### config.mk
export PLATFORM = sky130hd
export DESIGN_NAME = smnf_ctrl
export DESIGN_NICKNAME = d
export VERILOG_FILES = /design/src/rtl/core/assert_macros.svh /design/src/rtl/core/smnf_pkg.sv /design/src/rtl/core/smnf_ctrl.sv
export SDC_FILE = /design/constraint.sdc
export NUM_CORES = 1
export LEC_CHECK = 0
export ABC_AREA = 1
export BUFFER_PORTS_ARGS = -buffer_cell sky130_fd_sc_hd__buf_2
export CELL_PAD_IN_SITES_DETAIL_PLACEMENT = 1
export CELL_PAD_IN_SITES_GLOBAL_PLACEMENT = 1
export CORE_ASPECT_RATIO = 1.5
export CORE_MARGIN = 5
export CORE_UTILIZATION = 37
export DETAILED_ROUTE_END_ITERATION = 10
export PLACE_DENSITY = 0.83
export SYNTH_ARGS = -nofsm -noshare
export SYNTH_HDL_FRONTEND = slang
export SYNTH_SLANG_ARGS = --single-unit
### constraint.sdc
create_clock -name clk_i -period 1.6 [get_ports clk_i]
set_clock_uncertainty 0.05 [all_clocks]
set_input_delay 0.16 -clock clk_i [delete_from_list [all_inputs] [get_ports clk_i]]
set_output_delay 0.16 -clock clk_i [all_outputs]
set_load 0.05 [all_outputs]
### src/rtl/core/assert_macros.svh
// Assertion helpers shared by the RTL. Every macro samples on clk_i and is
// disabled while rst_ni is low, so only use it where those names exist.
`ifndef ASSERT_MACROS_SVH
`define ASSERT_MACROS_SVH

// Property must hold at every clock edge.
`define SMNF_ASSERT(lbl, prop, msg) \
  lbl: assert property (@(posedge clk_i) disable iff (!rst_ni) (prop)) else $error(msg);

// Antecedent in one cycle implies consequent in the next.
`define SMNF_ASSERT_NEXT(lbl, ante, cons, msg) \
  lbl: assert property (@(posedge clk_i) disable iff (!rst_ni) (ante) |=> (cons)) \
    else $error(msg);

`endif

### src/rtl/core/smnf_pkg.sv
// ----------------------------------------------------------------------------
// smnf_pkg
// Shared constants, register map and control types of the sliding-minimum
// noise floor estimator.
// ----------------------------------------------------------------------------
`default_nettype none

package smnf_pkg;

  // Default sizes
  localparam int LONG_LEN_DEF    = 200;
  localparam int SHORT_LEN_DEF   = 50;
  localparam int SAMPLE_BITS_DEF = 16;

  // Fixed field widths
  localparam int IN_W      = 16;
  localparam int NP_W      = 16;
  localparam int ZM_W      = 20;
  localparam int CFG_W     = 16;
  localparam int CFG_IDX_W = 3;

  // Zero-mean output saturation bounds (Q4.15)
  localparam int ZM_MAX = 524287;
  localparam int ZM_MIN = -524288;

  // Fraction bits of the scaling registers
  localparam int AVG_SH = 16;  // avg_rate, Q0.16
  localparam int NS_SH  = 16;  // noise_scale, Q0.16
  localparam int SG_SH  = 12;  // sub_gain, Q4.12
  localparam int OG_SH  = 12;  // out_gain, Q4.12

  // Average reset value, 0.05 in Q1.15, rescaled to the sample format
  localparam int AVG_RESET_Q15 = 1638;

  // Register indexes
  localparam logic [CFG_IDX_W-1:0] REG_AVG_RATE    = CFG_IDX_W'(0);
  localparam logic [CFG_IDX_W-1:0] REG_NOISE_SCALE = CFG_IDX_W'(1);
  localparam logic [CFG_IDX_W-1:0] REG_NOISE_FLOOR = CFG_IDX_W'(2);
  localparam logic [CFG_IDX_W-1:0] REG_SUB_GAIN    = CFG_IDX_W'(3);
  localparam logic [CFG_IDX_W-1:0] REG_SUB_OFFSET  = CFG_IDX_W'(4);
  localparam logic [CFG_IDX_W-1:0] REG_OUT_GAIN    = CFG_IDX_W'(5);

  typedef struct packed {
    logic [CFG_W-1:0] avg_rate;
    logic [CFG_W-1:0] noise_scale;
    logic [CFG_W-1:0] noise_floor;
    logic [CFG_W-1:0] sub_gain;
    logic [CFG_W-1:0] sub_offset;
    logic [CFG_W-1:0] out_gain;
  } cfg_t;

  localparam cfg_t CFG_RESET = '{
    avg_rate:    16'd262,
    noise_scale: 16'd19661,
    noise_floor: 16'd164,
    sub_gain:    16'd9830,
    sub_offset:  16'd1638,
    out_gain:    16'd4506
  };

  // Controller to datapath commands, at most one active per cycle
  typedef struct packed {
    logic load;      // latch word, advance positions and fill counts
    logic write;     // store sample into both windows, seed minima
    logic scan;      // issue one window read
    logic avg_mul;   // (min - avg) * avg_rate
    logic avg_upd;   // update running average
    logic np_mul;    // avg * noise_scale
    logic term_mul;  // finish noise power, avg * sub_gain
    logic d_calc;    // sample - term - offset
    logic z_mul;     // d * out_gain
    logic out_load;  // load output register
  } cmd_t;

  // Datapath to controller status
  typedef struct packed {
    logic scan_last;
    logic out_free;
  } sts_t;

endpackage

`default_nettype wire

### src/rtl/core/smnf_ctrl.sv
// ----------------------------------------------------------------------------
// smnf_ctrl
// Sequencer of the noise floor estimator: store, window scan, then the
// multiply steps on the shared multiplier, then result hand-off.
// ----------------------------------------------------------------------------
`default_nettype none

module smnf_ctrl (
  input  wire logic           clk_i,
  input  wire logic           rst_ni,
  input  wire logic           in_valid_i,
  output logic                in_ready_o,
  input  wire smnf_pkg::sts_t sts_i,
  output smnf_pkg::cmd_t      cmd_o
);
  import smnf_pkg::*;

  typedef enum logic [10:0] {
    S_IDLE     = 11'b000_0000_0001,
    S_WRITE    = 11'b000_0000_0010,
    S_SCAN     = 11'b000_0000_0100,
    S_DRAIN    = 11'b000_0000_1000,
    S_AVG_MUL  = 11'b000_0001_0000,
    S_AVG_UPD  = 11'b000_0010_0000,
    S_NP_MUL   = 11'b000_0100_0000,
    S_TERM_MUL = 11'b000_1000_0000,
    S_D_CALC   = 11'b001_0000_0000,
    S_Z_MUL    = 11'b010_0000_0000,
    S_DONE     = 11'b100_0000_0000
  } state_e;

  state_e state_q, state_d;

  assign in_ready_o = (state_q == S_IDLE);

  // Next state and command decode
  always_comb begin
    state_d = state_q;
    cmd_o   = '0;
    unique case (state_q)
      S_IDLE: begin
        if (in_valid_i) begin
          cmd_o.load = 1'b1;
          state_d    = S_WRITE;
        end
      end
      S_WRITE: begin
        cmd_o.write = 1'b1;
        state_d     = S_SCAN;
      end
      S_SCAN: begin
        cmd_o.scan = 1'b1;
        if (sts_i.scan_last) begin
          state_d = S_DRAIN;
        end
      end
      // last read word is compared here
      S_DRAIN: begin
        state_d = S_AVG_MUL;
      end
      S_AVG_MUL: begin
        cmd_o.avg_mul = 1'b1;
        state_d       = S_AVG_UPD;
      end
      S_AVG_UPD: begin
        cmd_o.avg_upd = 1'b1;
        state_d       = S_NP_MUL;
      end
      S_NP_MUL: begin
        cmd_o.np_mul = 1'b1;
        state_d      = S_TERM_MUL;
      end
      S_TERM_MUL: begin
        cmd_o.term_mul = 1'b1;
        state_d        = S_D_CALC;
      end
      S_D_CALC: begin
        cmd_o.d_calc = 1'b1;
        state_d      = S_Z_MUL;
      end
      S_Z_MUL: begin
        cmd_o.z_mul = 1'b1;
        state_d     = S_DONE;
      end
      S_DONE: begin
        if (sts_i.out_free) begin
          cmd_o.out_load = 1'b1;
          state_d        = S_IDLE;
        end
      end
      default: begin
        state_d = S_IDLE;
      end
    endcase
  end

  always_ff @(posedge clk_i or negedge rst_ni) begin
    if (!rst_ni) begin
      state_q <= S_IDLE;
    end else begin
      state_q <= state_d;
    end
  end

endmodule

`default_nettype wire

Word level (Yosys, flattened, before mapping)
Cells that the tools add are included.
{ "classes": {"eq_ne": 14, "mux": 16, "n_reduce_logical": 1} }
{ "op_table": {"columns": ["operator", "count"], "rows": [
  ["case mux 11 bit (11 select lines)", 1],
  ["2-to-1 mux 11 bit", 3],
  ["2-to-1 mux 1 bit", 12],
  ["== test 11 x 1 -> 1 bit (second input constant)", 1],
  ["== test 11 x 10 -> 1 bit (second input constant)", 1],
  ["== test 11 bit (second input constant)", 1],
  ["== test 11 x 2 -> 1 bit (second input constant)", 1],
  ["== test 11 x 3 -> 1 bit (second input constant)", 1],
  ["== test 11 x 4 -> 1 bit (second input constant)", 1],
  ["== test 11 x 5 -> 1 bit (second input constant)", 1],
  ["== test 11 x 6 -> 1 bit (second input constant)", 1],
  ["== test 11 x 7 -> 1 bit (second input constant)", 1],
  ["== test 11 x 8 -> 1 bit (second input constant)", 1],
  ["== test 11 x 9 -> 1 bit (second input constant)", 1],
  ["!= test 2 bit (second input constant)", 3],
  ["AND reduction 3 bit", 1]
]} }
{ "totals": {"register_bits": 11, "wordCells": 32} }

Depth between registers and ports, before layout
Gate-level depths: netlist of run 1.
{ "logic_depth": {"word_depth": 3, "depth_mapped": 8} }

Worst setup path after synthesis of run 1
No wires, ideal clock.
{ "synth_timing": {"kind": "register to output", "start": "register state_q[9]", "end": "output port cmd_o[5] (netlist name)", "t_arrival_ns": 1.888, "slack_ns": -0.498, "path_stages_with_launch": 6, "cell_sequence": "dfrtp_1 > nor2_4 > nand2_4 > nor2_2 > inv_2 > nor3_1"} }
{ "synth_rtl": {"columns": ["item", "line_no", "text"], "rows": [
  ["start: declaration", "smnf_ctrl.sv:32", "state_e state_q, state_d;"],
  ["start signal: assignment", "smnf_ctrl.sv:101", "state_q <= state_d;"],
  ["end: declaration", "smnf_ctrl.sv:14", "output smnf_pkg::cmd_t cmd_o"]
]} }

==> flow_metrics.env, run 1 <==
export IMPL_status="finished, violations left"
export IMPL_failed_checks="negative setup slack"
export IMPL_max_freq_ghz=0.577
export IMPL_regMostFlops="state_q"
export IMPL_fp_dieW_um=46.6
export IMPL_post_synth_num_cell_types=18
export IMPL_setup_violations_final=12
export IMPL_worstHoldPathCells=4
export IMPL_cts_sink_count=11
export IMPL_cp_arrival_ns=1.52
export IMPL_layout_top_registers="state_q (11)"
export IMPL_critPathMaxFanout=5
export IMPL_grt_setup_unrepaired="true"
export IMPL_power_switching_fraction_pct=49.7
export IMPL_largest_register_ffs=11
export IMPL_power_leakage_nw=0.590
export IMPL_hp_class="input pin to flip-flop"
export IMPL_cts_root_buf="sky130_fd_sc_hd__clkbuf_4"
export IMPL_syn2layout_area_growth_pct=59.5
export IMPL_drt_pass1_iterations=4
export IMPL_antenna_violations_before_repair=0
export IMPL_power_internal_w=0.000944
export IMPL_layout_cells_most_common="sky130_fd_sc_hd__buf_4"
export IMPL_worst_slew_pin_slew_ns=0.299
export IMPL_drv_cap=0
export IMPL_regArea_um2=280
export IMPL_initial_utilization_pct=37.7
export IMPL_weighted_congestion_reported_at_the_end_of_routability_driven_placement=0.739
export IMPL_power_frac_seq_pct=20.6
export IMPL_route_detailed_drc=0
export IMPL_most_frequent_cells_in_the_layout="sky130_fd_sc_hd__buf_4 (15), sky130_fd_sc_hd__inv_1 (14), sky130_fd_sc_hd__nand2_1 (14)"
export IMPL_place_hpwl_um=1480
export IMPL_tritoncts_clock_tree="yes"
export IMPL_fin_crit_ns=1.73
export IMPL_preCtsSetupSlack_ns=0.0916
export IMPL_antenna_cells_inserted=0
export IMPL_critPathKind="flip-flop to output port"
export IMPL_first_global_vias=794
export IMPL_synth_avg_cell_area_um2=7.60
export IMPL_syn_inst=98
export IMPL_routed_via_count=767
export IMPL_synth_area_um2=744
export IMPL_rr_worst_depth=10
export IMPL_required_ns=1.39
export IMPL_finalCritPeriodShare_pct=108
export IMPL_tritoncts_num_buffers=3
export IMPL_final_ws_setup_ns=-0.133
export IMPL_top_usage_layer="met2"
export IMPL_end_kind="output port"
export IMPL_ctsLongestPathBuffers=2
export IMPL_clock_latency_ns=0.28
export IMPL_power_clock_fraction_pct=10.5
export IMPL_cts_htree_levels=1
export IMPL_core_um2=1980
export IMPL_startpoint_kind_of_the_worst_setup_timing_path="flip-flop"
export IMPL_r2r_slack_ns=-0.05
export IMPL_synth_yosys_seq_area_share_pct=37.1
export IMPL_worst_hold_path_endpoint="state_q[2]"
export IMPL_met3_usage_pct=1.94
export IMPL_syn_nets=103
export IMPL_p_switching_w=0.000933
export IMPL_grt_util_met2_pct=30.3
export IMPL_totalWireLength_um=2500
export IMPL_die_h_um=64.9
export IMPL_fillCellCount=237
export IMPL_powerDensity_nw_per_um2=1580
export IMPL_clk_pin_slew_worst_paths_ns=0.07
export IMPL_placement_rows=20
export IMPL_worst_slew_margin_rel_pct=80.0
export IMPL_use_met1_pct=19.1
export IMPL_number_of_synthesized_register_bits=11
export IMPL_multi_input_area_um2=487
export IMPL_design_portCount=16
export IMPL_drt_first_iter_violations=11
export IMPL_p_comb_share_pct=68.9
export IMPL_timing_hold_ws_ns=0.0915
export IMPL_timing_rr_start="state_q[7]"
export IMPL_grt_pass1_wl_um=3680
export IMPL_grt_overflow_total=0
export IMPL_fin_util_pct=60.1
export IMPL_min_delay_start="sts_i[1]"
export IMPL_layout_nets=139
export IMPL_dieArea_um2=3030
export IMPL_synth_yosys_warnings=0
export IMPL_drive_above_1_share_pct=59.4
export IMPL_groute_usage_overall_pct=16.8
export IMPL_finalMaxSlewViolations=0
export IMPL_routed_via_density=4.95
export IMPL_io_buffers=15
export IMPL_irDropWorstVdd_uv=779
export IMPL_grt_start_max_net_pins=12
export IMPL_power_w=0.00188
export IMPL_wire_per_inst_um=16.2
export IMPL_crit_reg2reg_capture="state_q[0]"
export IMPL_hold_viol=0
export IMPL_drtAntennaViolNets=0
## synthesized netlist by cell type (all sizes together)
cell   number  area [µm²]
dfstp       1        26.3
nor3b       1        12.5
nor3        8        40.0
nor2       24         149
inv        20        75.1
a21oi       1        8.76
nand2      22         110
nand3       6        45.0
and2        2        12.5
dfrtp      10         250
o21ai       3        15.0
## routing by layer
metal / part of all wire (%) / up-vias
li1: - / 371
met3: 2.7 / 7
met1: 35 / 373
met2: 59 / 16
met5: 0 / -
met4: 3.1 / 0
## through the flow
stage	area (µm²)	TNS, ns	std cells
after CTS	1090	-0.361	148
after global placement	862	0	135
after detailed placement	862	0	135
after global routing	1190	-1.77	155
final	1190	-0.796	155
after floorplan	759	-0.345	98
## worst max-delay path by stage
stage / start / endpoint / depth (start not counted) / slack (ns)
3_3_place_gp: state_q[1] / cmd_o[5] / 6 / 0.15
4_1_cts: state_q[9] / cmd_o[5] / 6 / -0.08
6_report: state_q[7] / cmd_o[0] / 6 / -0.13
3_5_place_dp: state_q[9] / cmd_o[5] / 6 / 0.09
5_1_grt: state_q[6] / cmd_o[0] / 6 / -0.20
2_1_floorplan: state_q[9] / cmd_o[3] / 5 / -0.11
## layout make-up
| type | count | area share (%) |
|---|---|---|
| multi-input cells | 67 | 41.0 |
| inverters | 20 | 6.53 |
| clock buffers | 4 | 2.21 |
| repair buffers | 31 | 24.3 |
| well taps | 22 | 2.32 |
| flip-flops and latches | 11 | 23.6 |
## cells by family (layout without fill, tap and decap cells)
family,count (synthesis),in the layout,synth area share (%)
flip-flops,11,11,37.1
buffers and inverters,20,55,10.1
AO/OA/AOI/OAI,4,4,3.19
AND/OR/NAND/NOR,63,63,49.6
## power groups by stage
stage,clock [W],sequential [W],combinational (W)
floorplan,0,0.000369,0.000677
global placement,0,0.000373,0.000797
detailed placement,0,0.000377,0.000832
CTS,0.000201,0.000386,0.00109
global route,0.000214,0.000393,0.00138
finish,0.000198,0.000386,0.00129
## critical path, cell delays in order (launching register included)
cell and delay (ns):
sky130_fd_sc_hd__dfrtp_2 0.45, sky130_fd_sc_hd__nor2_4 0.15, sky130_fd_sc_hd__nand2_4 0.10, sky130_fd_sc_hd__nor2_4 0.19, sky130_fd_sc_hd__nand2_1 0.09, sky130_fd_sc_hd__nor2_2 0.10, sky130_fd_sc_hd__buf_6 0.16
## timing repair
action | 4_1_cts | 5_1_grt
pin swaps | 2 | 4
hold endpoints to repair | 11 | 0
hold buffers | 1 | 0
setup endpoints to repair | 11 | 11
gates resized for setup | 41 | 16
setup buffers | 8 | 7
cloned | 0 | 0
(Power assumes the default switching activity.)
==> run 2, diff against run 1 <==
--- a/config.mk
+++ b/config.mk
@@ -11,9 +11,9 @@
 export CELL_PAD_IN_SITES_GLOBAL_PLACEMENT = 1
 export CORE_ASPECT_RATIO = 1.5
 export CORE_MARGIN = 5
-export CORE_UTILIZATION = 37
+export CORE_UTILIZATION = 33
 export DETAILED_ROUTE_END_ITERATION = 10
-export PLACE_DENSITY = 0.83
+export PLACE_DENSITY = 0.78
 export SYNTH_ARGS = -nofsm -noshare
 export SYNTH_HDL_FRONTEND = slang
 export SYNTH_SLANG_ARGS = --single-unit
==> constraint.sdc (replaced) <==
create_clock -name clk_i -period 1.5 [get_ports clk_i]
set_clock_uncertainty 0.05 [all_clocks]
set_input_delay 0.15 -clock clk_i [delete_from_list [all_inputs] [get_ports clk_i]]
set_output_delay 0.15 -clock clk_i [all_outputs]
set_load 0.05 [all_outputs]
==> run 2 against run 1 <==
  * The flow still finishes with violations (negative setup slack)
  * Utilization fell by 4.9 points
  * Combinational power rose by 16%
  * Clock-buffer cell count did not move
==> flow_metrics.env, run 2 (synthesized netlist as in run 1, its figures left out) <==
export IMPL_cts_sink_count=11
export IMPL_largest_register_ffs=11
export IMPL_setup_violations_final=12
export IMPL_clock_latency_ns=0.28
export IMPL_cp_arrival_ns=1.48
export IMPL_cts_htree_levels=1
export IMPL_postLayoutCellArea_um2=1220
export IMPL_fin_crit_ns=1.68
export IMPL_antenna_cells_inserted=0
export IMPL_syn2layout_area_growth_pct=63.5
export IMPL_antenna_violations_before_repair=0
export IMPL_worst_slew_pin_slew_ns=0.305
export IMPL_wire_per_inst_um=14.1
export IMPL_design_portCount=16
export IMPL_drt_pass1_iterations=2
export IMPL_groute_usage_overall_pct=14.2
export IMPL_finalCritPeriodShare_pct=112
export IMPL_cts_root_buf="sky130_fd_sc_hd__clkbuf_4"
export IMPL_drtAntennaViolNets=0
export IMPL_initial_utilization_pct=33.7
export IMPL_powerDensity_nw_per_um2=1740
export IMPL_ctsLongestPathBuffers=2
export IMPL_grt_start_max_net_pins=12
export IMPL_fillCellCount=268
export IMPL_die_h_um=68.2
export IMPL_worst_slew_margin_rel_pct=79.6
export IMPL_layout_nets=138
export IMPL_hp_class="input pin to flip-flop"
export IMPL_regMostFlops="state_q"
export IMPL_irDropWorstVdd_uv=913
export IMPL_power_w=0.00212
export IMPL_most_frequent_cells_in_the_layout="sky130_fd_sc_hd__inv_1 (14), sky130_fd_sc_hd__buf_4 (14), sky130_fd_sc_hd__nand2_1 (13)"
export IMPL_grt_setup_unrepaired="true"
export IMPL_hold_viol=0
export IMPL_startpoint_kind_of_the_worst_setup_timing_path="flip-flop"
export IMPL_dpl_instance_area_um2=863
export IMPL_grt_overflow_total=0
export IMPL_tritoncts_clock_tree="yes"
export IMPL_routed_via_count=736
export IMPL_required_ns=1.30
export IMPL_critPathMaxFanout=3
export IMPL_max_freq_ghz=0.596
export IMPL_timing_rr_start="state_q[5]"
export IMPL_failed_checks="negative setup slack"
export IMPL_min_delay_start="in_valid_i"
export IMPL_end_kind="output port"
export IMPL_status="finished, violations left"
export IMPL_place_hpwl_um=1440
export IMPL_placement_rows=21
export IMPL_drt_first_iter_violations=11
export IMPL_final_ws_setup_ns=-0.177
export IMPL_drv_cap=0
export IMPL_route_detailed_drc=0
export IMPL_power_leakage_nw=0.588
export IMPL_grt_pass1_wl_um=3600
export IMPL_dieArea_um2=3330
export IMPL_totalWireLength_um=2180
export IMPL_drive_above_1_share_pct=59.1
export IMPL_worstSetupStartpoint="state_q[9]"
export IMPL_weighted_congestion_reported_at_the_end_of_routability_driven_placement=0.758
export IMPL_fp_dieW_um=48.8
export IMPL_critPathKind="flip-flop to output port"
export IMPL_finalMaxSlewViolations=0
export IMPL_routed_via_density=4.75
export IMPL_core_um2=2210
export IMPL_io_buffers=15
export IMPL_first_global_vias=829
export IMPL_tritoncts_num_buffers=3
export IMPL_layout_top_registers="state_q (11)"
export IMPL_clk_pin_slew_worst_paths_ns=0.08
export IMPL_timing_hold_ws_ns=0.0805
## run 2: path summary, 6_finish.rpt
path                               to  cells after the start  slack, ns
setup reg to reg           state_q[0]                     10      -0.02
hold / removal             state_q[0]                      4       0.08
max in group asynchronous  state_q[0]                      2       0.90
setup / recovery             cmd_o[0]                      5      -0.18
hold reg to reg            state_q[4]                      2       0.59
min in group asynchronous  state_q[5]                      2       0.23
## run 2: critical path, stage by stage, from the launching register on
cell,delay (ns)
sky130_fd_sc_hd__dfrtp_1,0.42
sky130_fd_sc_hd__buf_4,0.17
sky130_fd_sc_hd__nor3b_4,0.25
sky130_fd_sc_hd__nand2_1,0.10
sky130_fd_sc_hd__nor2_2,0.09
sky130_fd_sc_hd__buf_6,0.16
## run 2: stage by stage
stage	setup slack [ns]	utilization, %	setup TNS (ns)	instances
after floorplan	-0.196	-	-0.705	98
after global placement	0.0550	39.1	0	136
after detailed placement	0.0153	39.1	0	136
after CTS	-0.172	50.6	-1.39	152
after global routing	-0.251	55.2	-2.31	155
final	-0.177	55.2	-1.41	155
## run 2: repair_timing
item,CTS,global route
setup endpoints to repair,11,14
pin swaps,5,4
cloned,0,0
endpoints found under the hold margin,11,0
resized for setup,43,20
setup buffers,11,3
hold buffers,1,0
## run 2: area by class of cell
class | count | area (µm²) | area share (%)
Tap cell | 23 | 28.8 | 2.36
Inverter | 20 | 80.1 | 6.58
Timing Repair Buffer | 30 | 289 | 23.7
Multi-Input combinational cell | 67 | 517 | 42.4
Clock buffer | 4 | 26.3 | 2.16
Sequential cell | 11 | 277 | 22.7
## run 2: report_power, final
group          total [W]  internal (W)  switching (W)  leakage (nW)
Clock           0.000217      0.000103       0.000113        0.0150
Combinational    0.00149      0.000638       0.000848         0.424
Sequential      0.000414      0.000357      0.0000567         0.149
Total            0.00212       0.00110        0.00102         0.588
## run 2: metal layers
layer | global-route usage [%] | vias up | part of all wire (%) | wire length [µm]
met2 | 28.3 | 11 | 57 | 1250
met3 | 2.61 | 4 | 2.4 | 52
met1 | 14.6 | 359 | 39 | 853
li1 | - | 362 | - | -
met4 | 5.05 | 0 | 0.96 | 21
met5 | 0 | - | 0 | 0
